`src/design/iefb_pkg.sv`:
```
// Shared types and constants for the ICMP echo request frame builder.
// No dependencies; imported by every module of the block.
`default_nettype none

package iefb_pkg;

  localparam int FRAME_LEN = 58;
  localparam int BYTE_CNT_W = $clog2(FRAME_LEN);
  localparam logic [BYTE_CNT_W-1:0] LAST_BYTE_IDX = BYTE_CNT_W'(FRAME_LEN - 1);

  localparam int QUEUE_DEPTH = 2;
  localparam int QUEUE_PTR_W = $clog2(QUEUE_DEPTH);
  localparam int QUEUE_CNT_W = $clog2(QUEUE_DEPTH + 1);

  // Configuration register indexes
  localparam int CFG_IDX_W = 2;
  localparam logic [CFG_IDX_W-1:0] CFG_LOCAL_MAC    = 2'd0;
  localparam logic [CFG_IDX_W-1:0] CFG_NEXT_HOP_MAC = 2'd1;
  localparam logic [CFG_IDX_W-1:0] CFG_LOCAL_IP     = 2'd2;
  localparam int CFG_DATA_W = 48;

  // Fixed header words
  localparam logic [15:0] ETHERTYPE_IPV4 = 16'h0800;
  localparam logic [7:0]  IP_VER_IHL     = 8'h45;
  localparam logic [15:0] IP_TOTAL_LEN   = 16'd44;
  localparam logic [7:0]  IP_TTL         = 8'd64;
  localparam logic [7:0]  IP_PROTO_ICMP  = 8'd1;
  localparam logic [7:0]  ICMP_ECHO_REQ  = 8'd8;
  localparam logic [7:0]  ICMP_CODE      = 8'd0;
  // Sum of the constant IPv4 header words: 0x4500 + 0x002c + 0x4001
  localparam logic [15:0] IP_CONST_SUM   = {IP_VER_IHL, 8'h00} + IP_TOTAL_LEN
                                         + {IP_TTL, IP_PROTO_ICMP};
  localparam logic [15:0] ICMP_TYPE_WORD = {ICMP_ECHO_REQ, ICMP_CODE};

  typedef struct packed {
    logic [31:0] dest_ip;
    logic [15:0] echo_id;
    logic [15:0] sequence_number;
    logic [62:0] stamp_seconds;
    logic [19:0] stamp_micros;
  } req_t;

  typedef struct packed {
    req_t        req;
    logic [15:0] ip_csum;
    logic [15:0] icmp_csum;
  } desc_t;

  typedef struct packed {
    logic push;
    logic pop;
  } q_ctrl_t;

  typedef struct packed {
    logic full;
    logic head_valid;
  } q_stat_t;

endpackage

`default_nettype wire

```
`src/design/icmp_echo_request_frame_builder.sv`:
```
// Top level of the ICMP echo request frame builder: configuration registers,
// front end, descriptor queue and byte serializer. Depends on iefb_pkg.
//
// Usage:
//  - Configuration: cfg_we with cfg_index 0 (local MAC), 1 (next-hop MAC) or
//    2 (local IPv4 address) writes cfg_data; index 3 is ignored.
//    Write only while no frame is in flight. All three reset to zero.
//  - Input: an echo request item is taken at an edge with in_push high and
//    in_full low.
//  - Output: while out_empty is low, out_frame_byte/out_last_byte show the
//    oldest frame byte; out_pop takes it. Each item gives 58 bytes in wire
//    order, out_last_byte high on the final one.
//  - Path: when idle, the first byte of a frame appears once the taken item
//    has passed the checksum stage, the queue write and the output register.
//  - Throughput: one byte per cycle while out_pop stays high, set by the
//    byte-wide serializer. The front end holds up to two items and the
//    queue two more, so requests can be taken while a frame is sent.
//  - Stall: if out_pop stays low the output register holds its byte, the
//    serializer stops, the queue fills and in_full rises; nothing is lost.
//  - Reset (rst_n low, synchronous) empties every stage and clears the
//    configuration registers.
`default_nettype none

module icmp_echo_request_frame_builder (
  input  wire logic                          clk,
  input  wire logic                          rst_n,
  input  wire logic                          in_push,
  output logic                               in_full,
  input  wire logic [31:0]                   in_dest_ip,
  input  wire logic [15:0]                   in_echo_id,
  input  wire logic [15:0]                   in_sequence_number,
  input  wire logic [62:0]                   in_stamp_seconds,
  input  wire logic [19:0]                   in_stamp_micros,
  output logic                               out_empty,
  input  wire logic                          out_pop,
  output logic [7:0]                         out_frame_byte,
  output logic                               out_last_byte,
  input  wire logic                          cfg_we,
  input  wire logic [iefb_pkg::CFG_IDX_W-1:0] cfg_index,
  input  wire logic [iefb_pkg::CFG_DATA_W-1:0] cfg_data
);
  import iefb_pkg::*;

  logic [47:0] local_mac_r;
  logic [47:0] next_hop_mac_r;
  logic [31:0] src_ip_r;

  req_t    req_in;
  desc_t   push_desc, head_desc;
  q_ctrl_t q_ctrl;
  q_stat_t q_stat;
  logic    out_valid;

  // Configuration registers; an index past the list writes nothing
  always_ff @(posedge clk) begin
    if (!rst_n) begin
      local_mac_r    <= '0;
      next_hop_mac_r <= '0;
      src_ip_r       <= '0;
    end else if (cfg_we) begin
      unique case (cfg_index)
        CFG_LOCAL_MAC:    local_mac_r    <= cfg_data;
        CFG_NEXT_HOP_MAC: next_hop_mac_r <= cfg_data;
        CFG_LOCAL_IP:     src_ip_r       <= cfg_data[31:0];
        default: ;
      endcase
    end
  end

  assign req_in.dest_ip         = in_dest_ip;
  assign req_in.echo_id         = in_echo_id;
  assign req_in.sequence_number = in_sequence_number;
  assign req_in.stamp_seconds   = in_stamp_seconds;
  assign req_in.stamp_micros    = in_stamp_micros;

  // Checksum pipeline
  iefb_front u_front (
    .clk      (clk),
    .rst_n    (rst_n),
    .req_valid(in_push),
    .req_in   (req_in),
    .req_full (in_full),
    .src_ip   (src_ip_r),
    .q_full   (q_stat.full),
    .q_push   (q_ctrl.push),
    .q_desc   (push_desc)
  );

  // Decouples checksum work from byte output
  iefb_queue u_queue (
    .clk      (clk),
    .rst_n    (rst_n),
    .ctrl     (q_ctrl),
    .wr_desc  (push_desc),
    .stat     (q_stat),
    .head_desc(head_desc)
  );

  // Serializer; pops the descriptor as its last byte is registered
  iefb_back u_back (
    .clk         (clk),
    .rst_n       (rst_n),
    .head_valid  (q_stat.head_valid),
    .head_desc   (head_desc),
    .head_pop    (q_ctrl.pop),
    .local_mac   (local_mac_r),
    .next_hop_mac(next_hop_mac_r),
    .src_ip      (src_ip_r),
    .out_valid   (out_valid),
    .out_take    (out_pop),
    .out_byte    (out_frame_byte),
    .out_last    (out_last_byte)
  );

  assign out_empty = ~out_valid;

endmodule

`default_nettype wire

```
`src/design/iefb_front.sv`:
```
// Front end: accepts echo requests and computes both Internet checksums
// in two pipeline stages. Depends on iefb_pkg.
`default_nettype none

module iefb_front (
  input  wire logic           clk,
  input  wire logic           rst_n,
  input  wire logic           req_valid,
  input  wire iefb_pkg::req_t req_in,
  output logic                req_full,
  input  wire logic [31:0]    src_ip,
  input  wire logic           q_full,
  output logic                q_push,
  output iefb_pkg::desc_t     q_desc
);
  import iefb_pkg::*;

  function automatic logic [15:0] csum_fold(input logic [19:0] s);
    logic [16:0] t;
    logic [15:0] u;
    t = {1'b0, s[15:0]} + {13'b0, s[19:16]};
    u = t[15:0] + {15'b0, t[16]};
    return ~u;
  endfunction

  logic        a_valid_r, a_valid_nxt;
  req_t        a_req_r;
  logic        b_valid_r, b_valid_nxt;
  req_t        b_req_r;
  logic [18:0] b_ip_sum_r;
  logic [18:0] b_icmp_lo_r;
  logic [17:0] b_icmp_hi_r;

  logic adv_a, adv_b, b_free, a_free;
  logic [19:0] icmp_sum;

  assign adv_b  = b_valid_r & ~q_full;
  assign b_free = ~b_valid_r | adv_b;
  assign adv_a  = a_valid_r & b_free;
  assign a_free = ~a_valid_r | adv_a;
  assign req_full = ~a_free;

  assign a_valid_nxt = (req_valid & a_free) | (a_valid_r & ~adv_a);
  assign b_valid_nxt = adv_a | (b_valid_r & ~adv_b);

  always_ff @(posedge clk) begin
    if (!rst_n) begin
      a_valid_r <= 1'b0;
      b_valid_r <= 1'b0;
    end else begin
      a_valid_r <= a_valid_nxt;
      b_valid_r <= b_valid_nxt;
    end
  end

  always_ff @(posedge clk) begin
    if (req_valid && a_free) begin
      a_req_r <= req_in;
    end
  end

  // Partial sums; the timestamp words are byte-swapped since they go out LSB first
  always_ff @(posedge clk) begin
    if (adv_a) begin
      b_req_r     <= a_req_r;
      b_ip_sum_r  <= {3'b0, IP_CONST_SUM} + {3'b0, src_ip[31:16]}
                   + {3'b0, src_ip[15:0]} + {3'b0, a_req_r.dest_ip[31:16]}
                   + {3'b0, a_req_r.dest_ip[15:0]};
      b_icmp_lo_r <= {3'b0, ICMP_TYPE_WORD} + {3'b0, a_req_r.echo_id}
                   + {3'b0, a_req_r.sequence_number}
                   + {3'b0, a_req_r.stamp_seconds[7:0], a_req_r.stamp_seconds[15:8]}
                   + {3'b0, a_req_r.stamp_seconds[23:16], a_req_r.stamp_seconds[31:24]};
      b_icmp_hi_r <= {2'b0, a_req_r.stamp_seconds[39:32], a_req_r.stamp_seconds[47:40]}
                   + {2'b0, a_req_r.stamp_seconds[55:48], 1'b0,
                      a_req_r.stamp_seconds[62:56]}
                   + {2'b0, a_req_r.stamp_micros[7:0], a_req_r.stamp_micros[15:8]}
                   + {2'b0, 4'b0, a_req_r.stamp_micros[19:16], 8'h00};
    end
  end

  assign icmp_sum = {1'b0, b_icmp_lo_r} + {2'b0, b_icmp_hi_r};

  assign q_push           = adv_b;
  assign q_desc.req       = b_req_r;
  assign q_desc.ip_csum   = csum_fold({1'b0, b_ip_sum_r});
  assign q_desc.icmp_csum = csum_fold(icmp_sum);

endmodule

`default_nettype wire

```
`src/design/iefb_queue.sv`:
```
// Two-entry descriptor queue between the front end and the serializer.
// Depends on iefb_pkg.
`default_nettype none

module iefb_queue (
  input  wire logic            clk,
  input  wire logic            rst_n,
  input  wire iefb_pkg::q_ctrl_t ctrl,
  input  wire iefb_pkg::desc_t wr_desc,
  output iefb_pkg::q_stat_t    stat,
  output iefb_pkg::desc_t      head_desc
);
  import iefb_pkg::*;

  desc_t                  mem_r [QUEUE_DEPTH];
  logic [QUEUE_PTR_W-1:0] wr_ptr_r, rd_ptr_r;
  logic [QUEUE_CNT_W-1:0] count_r, count_nxt;
  logic                   do_push, do_pop;

  assign stat.full       = (count_r == QUEUE_CNT_W'(QUEUE_DEPTH));
  assign stat.head_valid = (count_r != '0);
  assign do_push = ctrl.push & ~stat.full;
  assign do_pop  = ctrl.pop & stat.head_valid;

  always_comb begin
    count_nxt = count_r;
    if (do_push && !do_pop) begin
      count_nxt = count_r + 1'b1;
    end else if (do_pop && !do_push) begin
      count_nxt = count_r - 1'b1;
    end
  end

  always_ff @(posedge clk) begin
    if (!rst_n) begin
      wr_ptr_r <= '0;
      rd_ptr_r <= '0;
      count_r  <= '0;
    end else begin
      count_r <= count_nxt;
      if (do_push) wr_ptr_r <= wr_ptr_r + 1'b1;
      if (do_pop)  rd_ptr_r <= rd_ptr_r + 1'b1;
    end
  end

  always_ff @(posedge clk) begin
    if (do_push) begin
      mem_r[wr_ptr_r] <= wr_desc;
    end
  end

  assign head_desc = mem_r[rd_ptr_r];

endmodule

`default_nettype wire

```
`src/design/iefb_back.sv`:
```
// Back end: walks the head descriptor byte by byte into an output register.
// Depends on iefb_pkg.
`default_nettype none

module iefb_back (
  input  wire logic            clk,
  input  wire logic            rst_n,
  input  wire logic            head_valid,
  input  wire iefb_pkg::desc_t head_desc,
  output logic                 head_pop,
  input  wire logic [47:0]     local_mac,
  input  wire logic [47:0]     next_hop_mac,
  input  wire logic [31:0]     src_ip,
  output logic                 out_valid,
  input  wire logic            out_take,
  output logic [7:0]           out_byte,
  output logic                 out_last
);
  import iefb_pkg::*;

  logic [BYTE_CNT_W-1:0] cnt_r, cnt_nxt;
  logic                  valid_r, valid_nxt;
  logic [7:0]            byte_r;
  logic                  last_r;
  logic                  fire, at_last;
  logic [7:0]            sel;
  req_t                  rq;

  assign rq      = head_desc.req;
  assign at_last = (cnt_r == LAST_BYTE_IDX);
  assign fire    = head_valid & (~valid_r | out_take);
  assign head_pop = fire & at_last;

  assign cnt_nxt   = fire ? (at_last ? '0 : cnt_r + 1'b1) : cnt_r;
  assign valid_nxt = fire | (valid_r & ~out_take);

  always_comb begin
    case (cnt_r)
      6'd0:  sel = next_hop_mac[47:40];
      6'd1:  sel = next_hop_mac[39:32];
      6'd2:  sel = next_hop_mac[31:24];
      6'd3:  sel = next_hop_mac[23:16];
      6'd4:  sel = next_hop_mac[15:8];
      6'd5:  sel = next_hop_mac[7:0];
      6'd6:  sel = local_mac[47:40];
      6'd7:  sel = local_mac[39:32];
      6'd8:  sel = local_mac[31:24];
      6'd9:  sel = local_mac[23:16];
      6'd10: sel = local_mac[15:8];
      6'd11: sel = local_mac[7:0];
      6'd12: sel = ETHERTYPE_IPV4[15:8];
      6'd13: sel = ETHERTYPE_IPV4[7:0];
      6'd14: sel = IP_VER_IHL;
      6'd16: sel = IP_TOTAL_LEN[15:8];
      6'd17: sel = IP_TOTAL_LEN[7:0];
      6'd22: sel = IP_TTL;
      6'd23: sel = IP_PROTO_ICMP;
      6'd24: sel = head_desc.ip_csum[15:8];
      6'd25: sel = head_desc.ip_csum[7:0];
      6'd26: sel = src_ip[31:24];
      6'd27: sel = src_ip[23:16];
      6'd28: sel = src_ip[15:8];
      6'd29: sel = src_ip[7:0];
      6'd30: sel = rq.dest_ip[31:24];
      6'd31: sel = rq.dest_ip[23:16];
      6'd32: sel = rq.dest_ip[15:8];
      6'd33: sel = rq.dest_ip[7:0];
      6'd34: sel = ICMP_ECHO_REQ;
      6'd35: sel = ICMP_CODE;
      6'd36: sel = head_desc.icmp_csum[15:8];
      6'd37: sel = head_desc.icmp_csum[7:0];
      6'd38: sel = rq.echo_id[15:8];
      6'd39: sel = rq.echo_id[7:0];
      6'd40: sel = rq.sequence_number[15:8];
      6'd41: sel = rq.sequence_number[7:0];
      // timestamp words go out least significant byte first
      6'd42: sel = rq.stamp_seconds[7:0];
      6'd43: sel = rq.stamp_seconds[15:8];
      6'd44: sel = rq.stamp_seconds[23:16];
      6'd45: sel = rq.stamp_seconds[31:24];
      6'd46: sel = rq.stamp_seconds[39:32];
      6'd47: sel = rq.stamp_seconds[47:40];
      6'd48: sel = rq.stamp_seconds[55:48];
      6'd49: sel = {1'b0, rq.stamp_seconds[62:56]};
      6'd50: sel = rq.stamp_micros[7:0];
      6'd51: sel = rq.stamp_micros[15:8];
      6'd52: sel = {4'b0, rq.stamp_micros[19:16]};
      default: sel = 8'h00;
    endcase
  end

  always_ff @(posedge clk) begin
    if (!rst_n) begin
      cnt_r   <= '0;
      valid_r <= 1'b0;
    end else begin
      cnt_r   <= cnt_nxt;
      valid_r <= valid_nxt;
    end
  end

  always_ff @(posedge clk) begin
    if (fire) begin
      byte_r <= sel;
      last_r <= at_last;
    end
  end

  assign out_valid = valid_r;
  assign out_byte  = byte_r;
  assign out_last  = last_r;

endmodule

`default_nettype wire

```
`config.mk`:
```
export PLATFORM = sky130hd
export DESIGN_NAME = icmp_echo_request_frame_builder
export DESIGN_NICKNAME = d
export VERILOG_FILES = /design/src/design/iefb_pkg.sv /design/src/design/icmp_echo_request_frame_builder.sv /design/src/design/iefb_front.sv /design/src/design/iefb_queue.sv /design/src/design/iefb_back.sv
export SDC_FILE = /design/constraint.sdc
export NUM_CORES = 1
export LEC_CHECK = 0
export BUFFER_PORTS_ARGS = -buffer_cell sky130_fd_sc_hd__buf_2
export CORE_AREA = 4 4 289 291
export CTS_BUF_LIST = sky130_fd_sc_hd__clkbuf_8
export DETAILED_ROUTE_END_ITERATION = 8
export DIE_AREA = 0 0 293 295
export SLEW_MARGIN = 20
export SYNTH_ARGS = -nofsm -noshare
export SYNTH_HDL_FRONTEND = slang
export SYNTH_SLANG_ARGS = --single-unit
```
`constraint.sdc`:
```
create_clock -name clk -period 14.15 [get_ports clk]
set_clock_uncertainty 0.15 [all_clocks]
set_input_delay 0.7075 -clock clk [delete_from_list [all_inputs] [get_ports clk]]
set_output_delay 0.7075 -clock clk [all_outputs]
set_load 0.02 [all_outputs]
```
# [Yosys cells after proc, flatten, opt, wreduce, memory -nomap -nowiden]
# Memory sizes are Yosys's and may differ from the RTL's. A register that Yosys moved wholly into a read port is not among the register bits.
# Index checks and enable logic that the tools add are counted.
[word_totals] latch_bits=0 memories=1 out_inout_bits=11 ff_bits=500 romBits=0 ramBits=358
[op_classes] eq_ne=48 mux=8 n_addsub=21 bitwise_logic=26 n_lt_le_gt_ge=0 n_reduce_logical=13 shift=0 multipliers=0 n_div=0
[memory_table] name="u_queue.mem_r" depth=2 word_bits=179 read_ports=1 rd_clocked_by_memory_dff=1 write_ports=1 line="iefb_queue.sv:15" source="desc_t mem_r [QUEUE_DEPTH];"
[ops] cell="case mux 8 bit (44 select lines)" n=1
[ops] cell="equality test 6 bit (second input constant)" n=21
[ops] cell="adder 19 x 16 -> 19 bit" n=6
[ops] cell="equality test 6 x 5 -> 1 bit (second input constant)" n=11
[ops] cell="equality test 6 x 4 -> 1 bit (second input constant)" n=6
[ops] cell="adder 16 x 1 -> 16 bit" n=2
[ops] cell="inverter 16 bit" n=2
[ops] cell="equality test 6 x 3 -> 1 bit (second input constant)" n=4
[ops] cell="adder 19 x 18 -> 20 bit" n=1
[ops] cell="adder 18 x 12 -> 18 bit" n=1
[ops] cell="adder 18 x 16 -> 18 bit" n=1
[ops] cell="adder 12 x 16 -> 17 bit (first input constant)" n=1
[ops] cell="adder 16 x 16 -> 17 bit" n=1
[ops] cell="adder 16 x 16 -> 17 bit (first input constant)" n=1
[ops] cell="adder 16 x 3 -> 17 bit" n=1
[ops] cell="adder 16 x 4 -> 17 bit" n=1
[ops] cell="equality test 6 x 2 -> 1 bit (second input constant)" n=2
[ops] cell="bitwise AND 1 bit" n=10
[ops] cell="inverter 1 bit" n=8
[ops] cell="adder 6 x 1 -> 6 bit (second input constant)" n=1
[ops] cell="equality test 6 x 1 -> 1 bit (second input constant)" n=1
[ops] cell="logical NOT 6 bit" n=1
[ops] cell="two-way mux 6 bit" n=1
[ops] cell="bitwise OR 1 bit" n=6
[ops] cell="other kinds (13)" n=25

# [Depth between registers and ports, before layout]
# Gate-level depths: netlist of run 1.
[logic_depth] word_depth=8 depth_mapped=28 ltp_nobuf=28

# [Modules after synthesis]
# Synthesis of run 1 repeated with hierarchy kept, for this count alone.
[unflattened] hier_cells=2660 hier_area_um2=38953.6
[modules_own_cells] mod="iefb_front" cells_per_inst=1118 seq_area_each_um2=10550.1 n_inst=1 area_per_inst_um2=17250.3
[modules_own_cells] mod="iefb_queue" cells_per_inst=582 seq_area_each_um2=10850.4 n_inst=1 area_per_inst_um2=13565.5
[modules_own_cells] mod="icmp_echo_request_frame_builder" cells_per_inst=470 seq_area_each_um2=2562.5 n_inst=1 area_per_inst_um2=4723.3
[modules_own_cells] mod="iefb_back" cells_per_inst=490 seq_area_each_um2=410.4 n_inst=1 area_per_inst_um2=3414.5

# [Worst setup path after synthesis of run 1]
# No wires, ideal clock.
[synth_timing] path_kind="register -> register" start="register u_queue.count_r[0]" end="register u_front.b_icmp_hi_r[0], enable pin" n_path_buf=0 path_stages_with_launch=4 slack_ns=3.688 period_less_slack_ns=10.462 setup_time_ns=0.794 arrival_time_ns=9.518 path_cell_list="dfxtp_1 nand2b_1 nor2_1 nor2b_1"
[synth_between] elab_chain_len=5
[synth_rtl] element="from (decl)" line="iefb_queue.sv:17" source="logic [QUEUE_CNT_W-1:0] count_r, count_nxt;"
[synth_rtl] element="from (signal assigned)" line="iefb_queue.sv:40" source="count_r <= count_nxt;"
[synth_rtl] element="equality test 2 bit" line="iefb_queue.sv:20" source="assign stat.full = (count_r == QUEUE_CNT_W'(QUEUE_DEPTH));"
[synth_rtl] element="inverter 1 bit" line="iefb_front.sv:37" source="assign adv_b = b_valid_r & ~q_full;"
[synth_rtl] element="bitwise AND 1 bit" line="iefb_front.sv:37"
[synth_rtl] element="bitwise OR 1 bit" line="iefb_front.sv:38" source="assign b_free = ~b_valid_r | adv_b;"
[synth_rtl] element="bitwise AND 1 bit" line="iefb_front.sv:39" source="assign adv_a = a_valid_r & b_free;"
[synth_rtl] element="net u_front.adv_a" line="iefb_front.sv:34" source="logic adv_a, adv_b, b_free, a_free;"
[synth_rtl] element="to (signal assigned)" line="iefb_front.sv:73" source="b_icmp_hi_r <= {2'b0, a_req_r.stamp_seconds[39:32], a_req_r.stamp_seconds[47:40]}"
[synth_rtl] element="to (decl)" line="iefb_front.sv:32" source="logic [17:0] b_icmp_hi_r;"
# The timed path passes the listed nets, and every way through them passes these cells.
# A chain may end at the register's enable or synchronous reset.

==> out/qor.csv, run 1 <==
stage;metric;value;unit
sta;Max Fclk;152.3;MHz
power;Pwr per Cell Area;146.5;nW/um2
place;port bufs;212;
routing;Residual DRC;0;
floorplan;site row count;104;
critical_path;worst r2r src;u_front.b_icmp_hi_r[1];
sta;Period minus WS final;6.568;ns
cts;Sink Count;859;
critical_path;Crit Path Class;reg2reg;
sta;endpoints failing hold;0;
final_layout;multi-input logic area;12440;um2
cts;Clock transition at path regs;0.06;ns
hold_path;hold endpoint;next_hop_mac_r[10];
critical_path;startpoint types;register;
final_layout;Reg area;24380;um2
sta;Rel. slew slack;0.1759;
routing;DR iter-0 viols;2409;
critical_path;CP arrival;6.96;ns
synthesis;post-synth top area share;0.5696;
floorplan;IO Count;213;
critical_path;worst path required time;14.54;ns
synthesis;count leader, synth;edfxtp_1;
place;Placed Cells;3986;
global_routing;first-pass GRT wire length;168800;um
synthesis;largest cells by area after synthesis;edfxtp_1 57%, dfxtp_1 7.5%, fa_1 3.9%, ha_1 3.8%, nand2_1 3.5%;
synthesis;Yosys cell types;94;
critical_path;Crit Reg-Reg Endpoint;u_queue.mem_r[0][14];
synthesis;Synth area leader;edfxtp_1;
synthesis;Synth top cells by count;717 x edfxtp_1, 355 x nand2_1, 157 x inv_1;
floorplan;Die Wd;293;um
routing;remaining antenna violation count after routing;0;
critical_path;FF-to-FF path depth;26;
critical_path;Critical path buffers and inverters;1;
global_routing;vias in the first global route;24868;
synthesis;number of flops mapped to enable cells by yosys;717;
routing;Via Count;24971;
hold_path;HP Start;cfg_data[10];
sta;worst-margin pin slew;1.232;ns
cts;CTS tree;done;
floorplan;Starting Density;0.4693;
global_routing;initial antenna violation count;1;
cts;CTS H-Tree Depth;4;
cts;Max clock buf depth;3;
hold_path;hold path depth;3;
synthesis;mapped cell area;37800;um2
routing;first drt pass iteration count;5;
sta;final hold slack;0.06791;ns
final_layout;# fillers;6586;
flow_run;maxcap violations;0;
cts;Clk Latency, worst-skew pair;0.82;ns
place;Placer Congestion;0.9874;
critical_path;R2R Setup Slk;7.58;ns
critical_path;CP peak stage delay;0.46;ns
place;dpl hpwl;86570;um
power;Tot Pwr;6.544;mW
cts;CTS Buf Count;147;
power;static leakage;16.15;nW
synthesis;Seq cells post-synth;859;
routing;Routed WL;118700;um
final_layout;layout cells sized above 1;0.1484;
floorplan;Chip Height;295;um
synthesis;sequential cell area fraction in the yosys report;0.6448;
final_layout;Final nets;3640;
sta;Tcrit/Tclk final;0.4641;
critical_path;crit-path max FO;8;
synthesis;FFs w/ async S/R, synth;0;
hold_path;HP Class;in2reg;
final_layout;synth-to-layout area growth;18.14;%
critical_path;slowest CP cell;a211oi_2;
global_routing;largest net degree at the start of global routing;125;
critical_path;capturing element type of the critical path;register;
final_layout;Post-Layout Cell Count;4431;
status;status;finished clean;
sta;# setup viols final;0;
synthesis;Synth warnings;0;
global_routing;GRT Overall Usage;0.2719;
sta;Setup TNS;0;ns
final_layout;post-layout util;0.5545;
cts;CTS Root Cell;clkbuf_8;
power;VDD IR max;0.1250;mV
synthesis;Post-synth top flop;edfxtp_1;
routing;DR WL/cell;26.79;um
synthesis;Mapped Nets;3181;
sta;max-slew violations;0;
floorplan;core box area;80550;um2
global_routing;GR Overflow Total;0;
synthesis;Synth Instances;2791;
synthesis;Avg Cell Area, Syn;13.54;um2
floorplan;Die ar.;86440;um2
sta;RSZ-0062 raised after global routing;false;
critical_path;family with the most delay on the worst path;simple AND/OR/NAND/NOR gates;
routing;vias per cell;5.636;
-- where the power goes --
group | switching, mW | internal [mW] | total, mW
combinational | 0.815 | 0.518 | 1.33
clock | 1.06 | 1.12 | 2.18
sequential | 0.0820 | 2.95 | 3.03
total | 1.96 | 4.59 | 6.54
-- per-stage QoR --
stage	cell area, um2	setup slack [ns]
2_1_floorplan	37800	3.688
5_1_grt	44660	7.042
4_1_cts	44660	7.631
6_report	44660	7.582
3_5_place_dp	40050	7.659
3_3_place_gp	40050	7.702
-- tightest hold or removal path, delay by kind of cell --
family / cells / cell delay, ns
buffers and inverters: 1 / 0.14
AOI/OAI and AO/OA: 1 / 0.06
and+or+nand+nor: 1 / 0.06
-- state kept, by name (all words and copies together), names as in the netlist, named ones only --
signal / count
u_queue.mem_r: 358
u_front.a_req_r: 147
u_front.q_desc: 147
local_mac_r: 48
next_hop_mac_r: 48
src_ip_r: 32
u_front.b_icmp_lo_r: 19
u_front.b_ip_sum_r: 19
u_front.b_icmp_hi_r: 18
u_back.out_byte: 8
u_back.cnt_r: 6
u_queue.count_r: 2
u_back.out_last: 1
u_back.out_valid: 1
u_front.a_valid_r: 1
u_front.b_valid_r: 1
u_queue.rd_ptr_r: 1
u_queue.wr_ptr_r: 1
-- kinds of logic after synthesis --
kind of cell / share of synthesized area
DFF: 0.6448
buffers and inverters: 0.02707
xor gates and xnor gates: 0.03237
and+or+nand+nor: 0.08520
adders and majority gates: 0.07699
muxes: 0.03383
AOI/OAI and AO/OA: 0.09979
-- layout by cell type (no fill, tap or decap), types with 55 or more instances in the layout --
cell	netlist	layout
nand2_1	355	355
nand3_1	55	55
ha_1	115	115
inv_1	157	203
dfxtp_1	142	141
nor2_1	109	107
clkbuf_8	0	153
xnor2_1	87	87
buf_2	4	211
edfxtp_1	717	717
o21ai_0	70	70
fa_1	73	73
dlygate4sd3_1	0	175
a21boi_0	131	131
mux2i_1	94	94
a21oi_1	61	61
-- timing repair --
| action | CTS | global route |
|---|---|---|
| hold buffers | 175 | 0 |
| hold endpoints to repair | 202 | 0 |
| buffers inserted | 0 | 0 |
| resized for setup | 0 | 0 |
-- per-layer routing --
layer | GRT usage | vias to the layer above | routed length [um]
met2 | 0.4362 | 1017 | 55800
met4 | 0.1229 | 0 | 5566
met5 | 0 | - | 0
met1 | 0.3666 | 12501 | 49810
met3 | 0.04650 | 214 | 7520
li1 | - | 11239 | -
-- area by class of cell --
| type | instances | area share |
|---|---|---|
| Timing Repair Buffer | 419 | 0.06869 |
| Antenna cell | 2 | 0.0001121 |
| Multi-Input combinational cell | 1666 | 0.2786 |
| Inverter | 157 | 0.01320 |
| Clock inverter | 115 | 0.01675 |
| Sequential cell | 859 | 0.5458 |
| Clock buffer | 153 | 0.04715 |
| Tap cell | 1060 | 0.02970 |
-- worst max path at each step --
stage,start,slack [ns],end,cells after the start
4_1_cts,u_front.b_icmp_hi_r[1],7.63,u_queue.mem_r[1][11],26
3_5_place_dp,u_front.b_icmp_hi_r[1],7.66,u_queue.mem_r[0][14],26
3_3_place_gp,u_front.b_icmp_hi_r[4],7.70,u_queue.mem_r[0][15],26
2_1_floorplan,u_queue.count_r[0],3.69,u_front.b_icmp_hi_r[0],3
6_report,u_front.b_icmp_hi_r[1],7.58,u_queue.mem_r[0][14],26
5_1_grt,u_front.b_icmp_hi_r[1],7.04,u_queue.mem_r[0][14],26
Power figures use the tool's default switching activity.
==> run 2, diff against run 1 <==
PLACE_DENSITY = 0.66   (was default)
clock period = 5.6 ns   (was 14.15 ns; I/O delays follow)
==> run 2 against run 1 <==
Flip-flop and latch count unchanged. Highest routed layer unchanged. Sequential power rose to 2.5 times the previous value. Final area up 4.6%. Non-clock buffer count up 216. Total power rose to 2.6 times the previous value. Largest power group unchanged. Worst setup slack worse by 7.7 ns. Fmax up 16%. Routed wire length up 4.1%. Core utilization up 2.5 points. The run now ends with negative setup slack left. Combinational power rose to 2.8 times the previous value. Sequential share of layout area down 2.4 points. Register-to-register slack worse by 7.7 ns.
==> out/qor.csv, run 2 (synthesis results as in run 1) <==
stage;metric;value;unit;change
status;status;finished with violations;;
status;failing checks;negative setup slack;;
final_layout;synth-to-layout area growth;23.56;%;
cts;Max clock buf depth;3;;unchanged
final_layout;Biggest register;u_queue.mem_r;;
power;clock power share;0.318;;-0.015
routing;Routed WL;123600;um;+4.1%
final_layout;layout cells sized above 1;0.1579;;+0.009468
floorplan;core box area;80550;um2;unchanged
critical_path;family with the most delay on the worst path;simple AND/OR/NAND/NOR gates;;
sta;Setup TNS;-0.3106;ns;-0.3106 ns
critical_path;crit-path max FO;3;;-5
sta;Max Fclk;176.0;MHz;+16%
critical_path;CP peak stage delay;0.39;ns;-0.07 ns
floorplan;Die Wd;293;um;unchanged
routing;first drt pass iteration count;7;;+2
global_routing;first-pass GRT wire length;176000;um;+4.3%
critical_path;path length in cells of the critical path;28;;+7.7%
sta;final worst slack;-0.08271;ns;-7.665 ns
global_routing;GR Overflow Total;0;;unchanged
routing;vias per cell;5.596;;-0.70%
critical_path;CP arrival;6.09;ns;-0.87 ns
sta;Rel. slew slack;0.2312;;+0.05525
critical_path;worst path required time;6.01;ns;-8.53 ns
final_layout;Final nets;3852;;+5.8%
power;Switch Pwr;5.035;mW;+160%
floorplan;Starting Density;0.4693;;unchanged
cts;CTS tree;done;;
floorplan;Die ar.;86440;um2;unchanged
place;Placed Cells;4013;;+0.68%
cts;Sink Count;859;;unchanged
critical_path;startpoint types;register;;
place;Placer Congestion;1.001;;+1.3%
final_layout;commonest non-fill, non-tap cell in the layout;edfxtp_1;;
global_routing;GRT Overall Usage;0.2830;;+0.01106
floorplan;Chip Height;295;um;unchanged
final_layout;Reg area;24380;um2;unchanged
sta;RSZ-0062 raised after global routing;true;;
flow_run;maxcap violations;0;;unchanged
routing;DR iter-0 viols;2393;;-0.66%
cts;Clk Latency, worst-skew pair;0.84;ns;+0.02 ns
global_routing;initial antenna violation count;3;;+2
sta;worst-margin pin slew;1.149;ns;-0.08257 ns
final_layout;max FFs per register;358;;unchanged
final_layout;fin area;46710;um2;+4.6%
final_layout;most frequent cells in the layout;717 x edfxtp_1, 353 x nand2_1, 340 x dlygate4sd3_1, 212 x buf_2, 202 x inv_1;;
power;static leakage;17.04;nW;+5.5%
cts;CTS Buf Count;143;;-2.7%
critical_path;Critical path buffers and inverters;3;;+2
cts;CTS Root Cell;clkbuf_8;;
power;VDD IR max;0.2300;mV;+84%
cts;Clock transition at path regs;0.06;ns;about the same
global_routing;vias in the first global route;26334;;+5.9%
sta;Period minus WS final;5.683;ns;-0.8849 ns
global_routing;largest net degree at the start of global routing;148;;+18%
power;cell internal pwr;11.66;mW;+150%
power;power share of the combinational group;0.223;;+0.019
sta;Tcrit/Tclk final;1.015;;+0.5506
power;Tot Pwr;16.69;mW;+160%
critical_path;FF-to-FF path depth;28;;+7.7%
final_layout;multi-input logic area;12580;um2;+1.1%
hold_path;hold path depth;2;;-1
critical_path;slowest CP cell;edfxtp_1;;
routing;remaining antenna violation count after routing;0;;unchanged
critical_path;capturing element type of the critical path;register;;
sta;# setup viols final;4;;+4
final_layout;Post-Layout Cell Count;4629;;+4.5%
place;port bufs;212;;unchanged
sta;max-slew violations;0;;unchanged
routing;DR WL/cell;26.70;um;-0.33%
critical_path;Crit Path Class;reg2reg;;
power;Reg power frac;0.460;;-0.003
power;Sw Share;0.3016;;+0.002520
hold_path;HP Class;in2reg;;
routing;Via Count;25903;;+3.7%
routing;Residual DRC;0;;unchanged
sta;endpoints failing hold;0;;unchanged
place;placed cell areas;40330;um2;+0.69%
floorplan;site row count;104;;unchanged
critical_path;most used cell, CP;a21o_1;;
place;dpl hpwl;86420;um;-0.17%
power;Pwr per Cell Area;357.4;nW/um2;+140%
final_layout;# fillers;6299;;-4.4%
floorplan;IO Count;213;;unchanged
cts;CTS H-Tree Depth;4;;unchanged
[run 2: final timing paths]
check,from,to,slack (ns)
max,u_front.b_icmp_lo_r[1],u_queue.mem_r[1][11],-0.08
min,in_stamp_seconds[49],u_front.a_req_r[69],0.05
max reg2reg,u_front.b_icmp_lo_r[1],u_queue.mem_r[1][11],-0.08
min reg2reg,u_front.q_desc[89],u_queue.mem_r[1][89],0.28
[run 2: metrics by stage]
step | util | hold WS (ns) | setup slack (ns)
finish | 0.5799 | 0.05000 | -0.08271
detailed placement | 0.5007 | 0.2804 | -0.2941
floorplan | - | 0.2289 | 0.02012
global route | 0.5799 | 0.01808 | -0.3562
CTS | 0.5782 | 0.0005700 | 0.001187
global placement | 0.5007 | 0.2727 | -0.1269
[run 2: metal layers]
metal	GRT usage	part of all wire	vias to the layer above
met3	0.05454	0.068	244
met2	0.4638	0.48	1132
met1	0.3675	0.40	12873
met5	0	0	-
met4	0.1309	0.049	0
li1	-	-	11654
[run 2: worst reg2reg max path: cells and delay by family, from the launching register on]
kind,cells,cell delay (ns)
fa+ha+maj,3,0.75
compound gates,8,1.51
simple gates,12,1.96
xor+xnor,2,0.28
buf+inv,3,0.38
flops,1,0.39
[run 2: timing repair]
item                       CTS  global route
setup endpoints to repair   14            16
buffers inserted            15             9
pin swaps                   15            22
hold buffers               340             0
resized for setup           15            18
hold endpoints to repair   290             0
[run 2: cell type report]
| class | instances | area share |
|---|---|---|
| Sequential cell | 859 | 0.5219 |
| Multi-Input combinational cell | 1666 | 0.2694 |
| Timing Repair Buffer | 635 | 0.1105 |
| Clock buffer | 147 | 0.04331 |
| Tap cell | 1060 | 0.02839 |
| Clock inverter | 102 | 0.01374 |
| Inverter | 157 | 0.01262 |
| Antenna cell | 3 | 0.0001607 |
[run 2: power by group through the flow]
stage	logic (mW)	clock network, mW	registers, mW
6_report	3.72	5.30	7.67
5_1_grt	4.03	5.73	7.69
3_5_place_dp	3.31	0	7.80
3_3_place_gp	3.24	0	7.79
2_1_floorplan	2.26	0	7.70
4_1_cts	3.58	5.39	7.67
==> run 3, diff against run 2 <==
CTS_BUF_LIST = sky130_fd_sc_hd__clkbuf_4   (was sky130_fd_sc_hd__clkbuf_8)
==> run 3 against run 2 <==
The run still ends with negative setup slack left. Count of clock-buffer cells in the layout increased by 179. Routed wire length increased by 1.3%. Worst hold slack improved by 0.19 ns. Critical path depth unchanged. Cell count increased by 5.1%. Clock power increased by 4%. Flip-flop and latch count unchanged. Fmax increased by 0.69%. Global-route usage increased by 0.32 points. Final area increased by 2.2%. Worst setup slack improved by 0.039 ns. Largest power group unchanged.
==> out/qor.csv, run 3 (synthesis results as in run 1) <==
stage;metric;value;unit;change
cts;CTS Buf Count;223;;+56%
status;status;finished with violations;;
critical_path;CP peak stage delay;0.40;ns;about the same
cts;Sink Count;859;;unchanged
power;cell internal pwr;11.81;mW;+1.3%
routing;first drt pass iteration count;8;;+1
critical_path;worst path required time;6.27;ns;+0.26 ns
routing;DR iter-0 viols;2510;;+4.9%
critical_path;capturing element type of the critical path;register;;
cts;Clock transition at path regs;0.06;ns;about the same
sta;Max Fclk;177.2;MHz;+0.69%
sta;Period minus WS final;5.644;ns;-0.03919 ns
final_layout;Biggest register;u_queue.mem_r;;
power;Sw Share;0.3016;;about the same
power;clock power share;0.325;;+0.007
critical_path;Crit Reg-Reg Endpoint;u_queue.mem_r[1][15];;
floorplan;Chip Height;295;um;unchanged
global_routing;GR Overflow Total;0;;unchanged
hold_path;hold path depth;0;;-2
hold_path;HP Start;u_front.q_desc[80];;
critical_path;R2R Setup Slk;-0.04;ns;+0.04 ns
floorplan;Die ar.;86440;um2;unchanged
sta;Tcrit/Tclk final;1.008;;-0.006998
global_routing;vias in the first global route;27370;;+3.9%
global_routing;initial antenna violation count;4;;+1
status;failing checks;negative setup slack;;
final_layout;max FFs per register;358;;unchanged
power;Switch Pwr;5.099;mW;+1.3%
flow_run;maxcap violations;0;;unchanged
final_layout;most frequent cells in the layout;717 x edfxtp_1, 419 x dlygate4sd3_1, 353 x nand2_1, 326 x clkbuf_4, 212 x buf_2;;
critical_path;CP arrival;6.31;ns;+0.22 ns
cts;CTS Root Cell;clkbuf_4;;
floorplan;Starting Density;0.4693;;unchanged
routing;Routed WL;125100;um;+1.3%
cts;CTS H-Tree Depth;4;;unchanged
global_routing;GRT Overall Usage;0.2861;;+0.003152
global_routing;first-pass GRT wire length;179300;um;+1.9%
place;dpl hpwl;86420;um;unchanged
power;Reg power frac;0.454;;-0.006
power;Pwr per Cell Area;354.3;nW/um2;-0.87%
sta;endpoints failing hold;0;;unchanged
routing;Via Count;27025;;+4.3%
critical_path;Crit Path Class;reg2reg;;
power;VDD IR max;0.2335;mV;+1.5%
critical_path;startpoint types;register;;
sta;max-slew violations;0;;unchanged
global_routing;largest net degree at the start of global routing;148;;unchanged
place;port bufs;212;;unchanged
final_layout;layout cells sized above 1;0.1936;;+0.03569
power;static leakage;17.53;nW;+2.8%
hold_path;hold endpoint;u_queue.mem_r[0][80];;
routing;Residual DRC;0;;unchanged
critical_path;slowest CP cell;fa_2;;
routing;remaining antenna violation count after routing;0;;unchanged
critical_path;worst r2r src;u_front.b_icmp_lo_r[0];;
routing;DR WL/cell;25.73;um;-3.6%
floorplan;Die Wd;293;um;unchanged
cts;CTS tree;done;;
place;placed cell areas;40330;um2;unchanged
place;Placer Congestion;1.001;;unchanged
floorplan;IO Count;213;;unchanged
hold_path;HP Class;reg2reg;;
final_layout;commonest non-fill, non-tap cell in the layout;edfxtp_1;;
routing;vias per cell;5.556;;-0.71%
cts;Max clock buf depth;3;;unchanged
cts;Clk Latency, worst-skew pair;1.13;ns;+0.29 ns
sta;final worst slack;-0.04353;ns;+0.03919 ns
power;Tot Pwr;16.91;mW;+1.3%
sta;worst-margin pin slew;1.101;ns;-0.04775 ns
sta;Rel. slew slack;0.2631;;+0.03195
floorplan;site row count;104;;unchanged
power;power share of the combinational group;0.222;;about the same
floorplan;core box area;80550;um2;unchanged
critical_path;crit-path max FO;3;;unchanged
sta;# setup viols final;2;;-2
sta;RSZ-0062 raised after global routing;true;;
critical_path;FF-to-FF path depth;28;;unchanged
final_layout;synth-to-layout area growth;26.23;%;
final_layout;fin area;47720;um2;+2.2%
final_layout;Final nets;4009;;+4.1%
[run 3: repair_timing]
item                                   4_1_cts  5_1_grt
resized for setup                           13       18
setup endpoints to repair                   14       16
endpoints found under the hold margin      445        0
pin swaps                                   16       25
setup buffers                               14        8
hold buffers                               419        0
[run 3: worst max-delay path, delay by kind of cell, from the launching register on]
family                   cells  cell delay (ns)
AND/OR/NAND/NOR             13             2.25
adder cells (fa/ha/maj)      5             1.31
AO/OA/AOI/OAI                6             0.88
flip-flops                   1             0.38
XOR/XNOR                     2             0.29
buffers and inverters        2             0.08
[run 3: worst max-delay path by stage]
stage | startpoint | to | slack [ns]
4_1_cts | u_front.b_icmp_lo_r[1] | u_queue.mem_r[1][15] | 0.0003
3_5_place_dp | u_front.b_icmp_lo_r[0] | u_queue.mem_r[1][15] | -0.29
6_report | u_front.b_icmp_lo_r[0] | u_queue.mem_r[1][15] | -0.04
5_1_grt | u_front.b_icmp_lo_r[0] | u_queue.mem_r[1][15] | -0.33
2_1_floorplan | u_front.b_icmp_hi_r[1] | u_queue.mem_r[0][15] | 0.02
3_3_place_gp | u_front.b_icmp_hi_r[0] | u_queue.mem_r[0][15] | -0.13
[run 3: cell type report]
class | count | area, um2
repair buffers | 712 | 5938
fillers | 6253 | 32830
clock buffers | 326 | 2447
clock inverters | 77 | 441.7
inverters | 157 | 589.3
diodes | 7 | 17.52
multi-input cells | 1666 | 12580
flip-flops and latches | 859 | 24380
well taps | 1060 | 1326
[run 3: routing by layer]
metal,up-vias,GRT usage,share of wire
met5,-,0,0
met4,0,0.1315,0.047
li1,12124,-,-
met2,1269,0.4713,0.48
met3,262,0.05596,0.073
met1,13370,0.3694,0.40
[run 3: stage by stage]
step / worst slack (ns) / setup TNS (ns) / instances / util / hold WS, ns
5_1_grt: -0.3299 / -2.583 / 4863 / 0.5924 / 0.1684
2_1_floorplan: 0.02012 / 0 / 2791 / - / 0.2289
4_1_cts: 0.0003384 / 0 / 4849 / 0.5905 / 0.09201
3_3_place_gp: -0.1269 / -0.6309 / 4013 / 0.5007 / 0.2727
6_report: -0.04353 / -0.08699 / 4864 / 0.5924 / 0.2424
3_5_place_dp: -0.2941 / -2.559 / 4013 / 0.5007 / 0.2804
[run 3: power by group through the flow]
| stage | registers, mW | logic, mW | clock network (mW) |
|---|---|---|---|
| after global routing | 7.69 | 4.05 | 6.00 |
| after global placement | 7.79 | 3.24 | 0 |
| after detailed placement | 7.80 | 3.31 | 0 |
| after CTS | 7.66 | 3.61 | 5.58 |
| final | 7.67 | 3.75 | 5.49 |
| after floorplan | 7.70 | 2.26 | 0 |
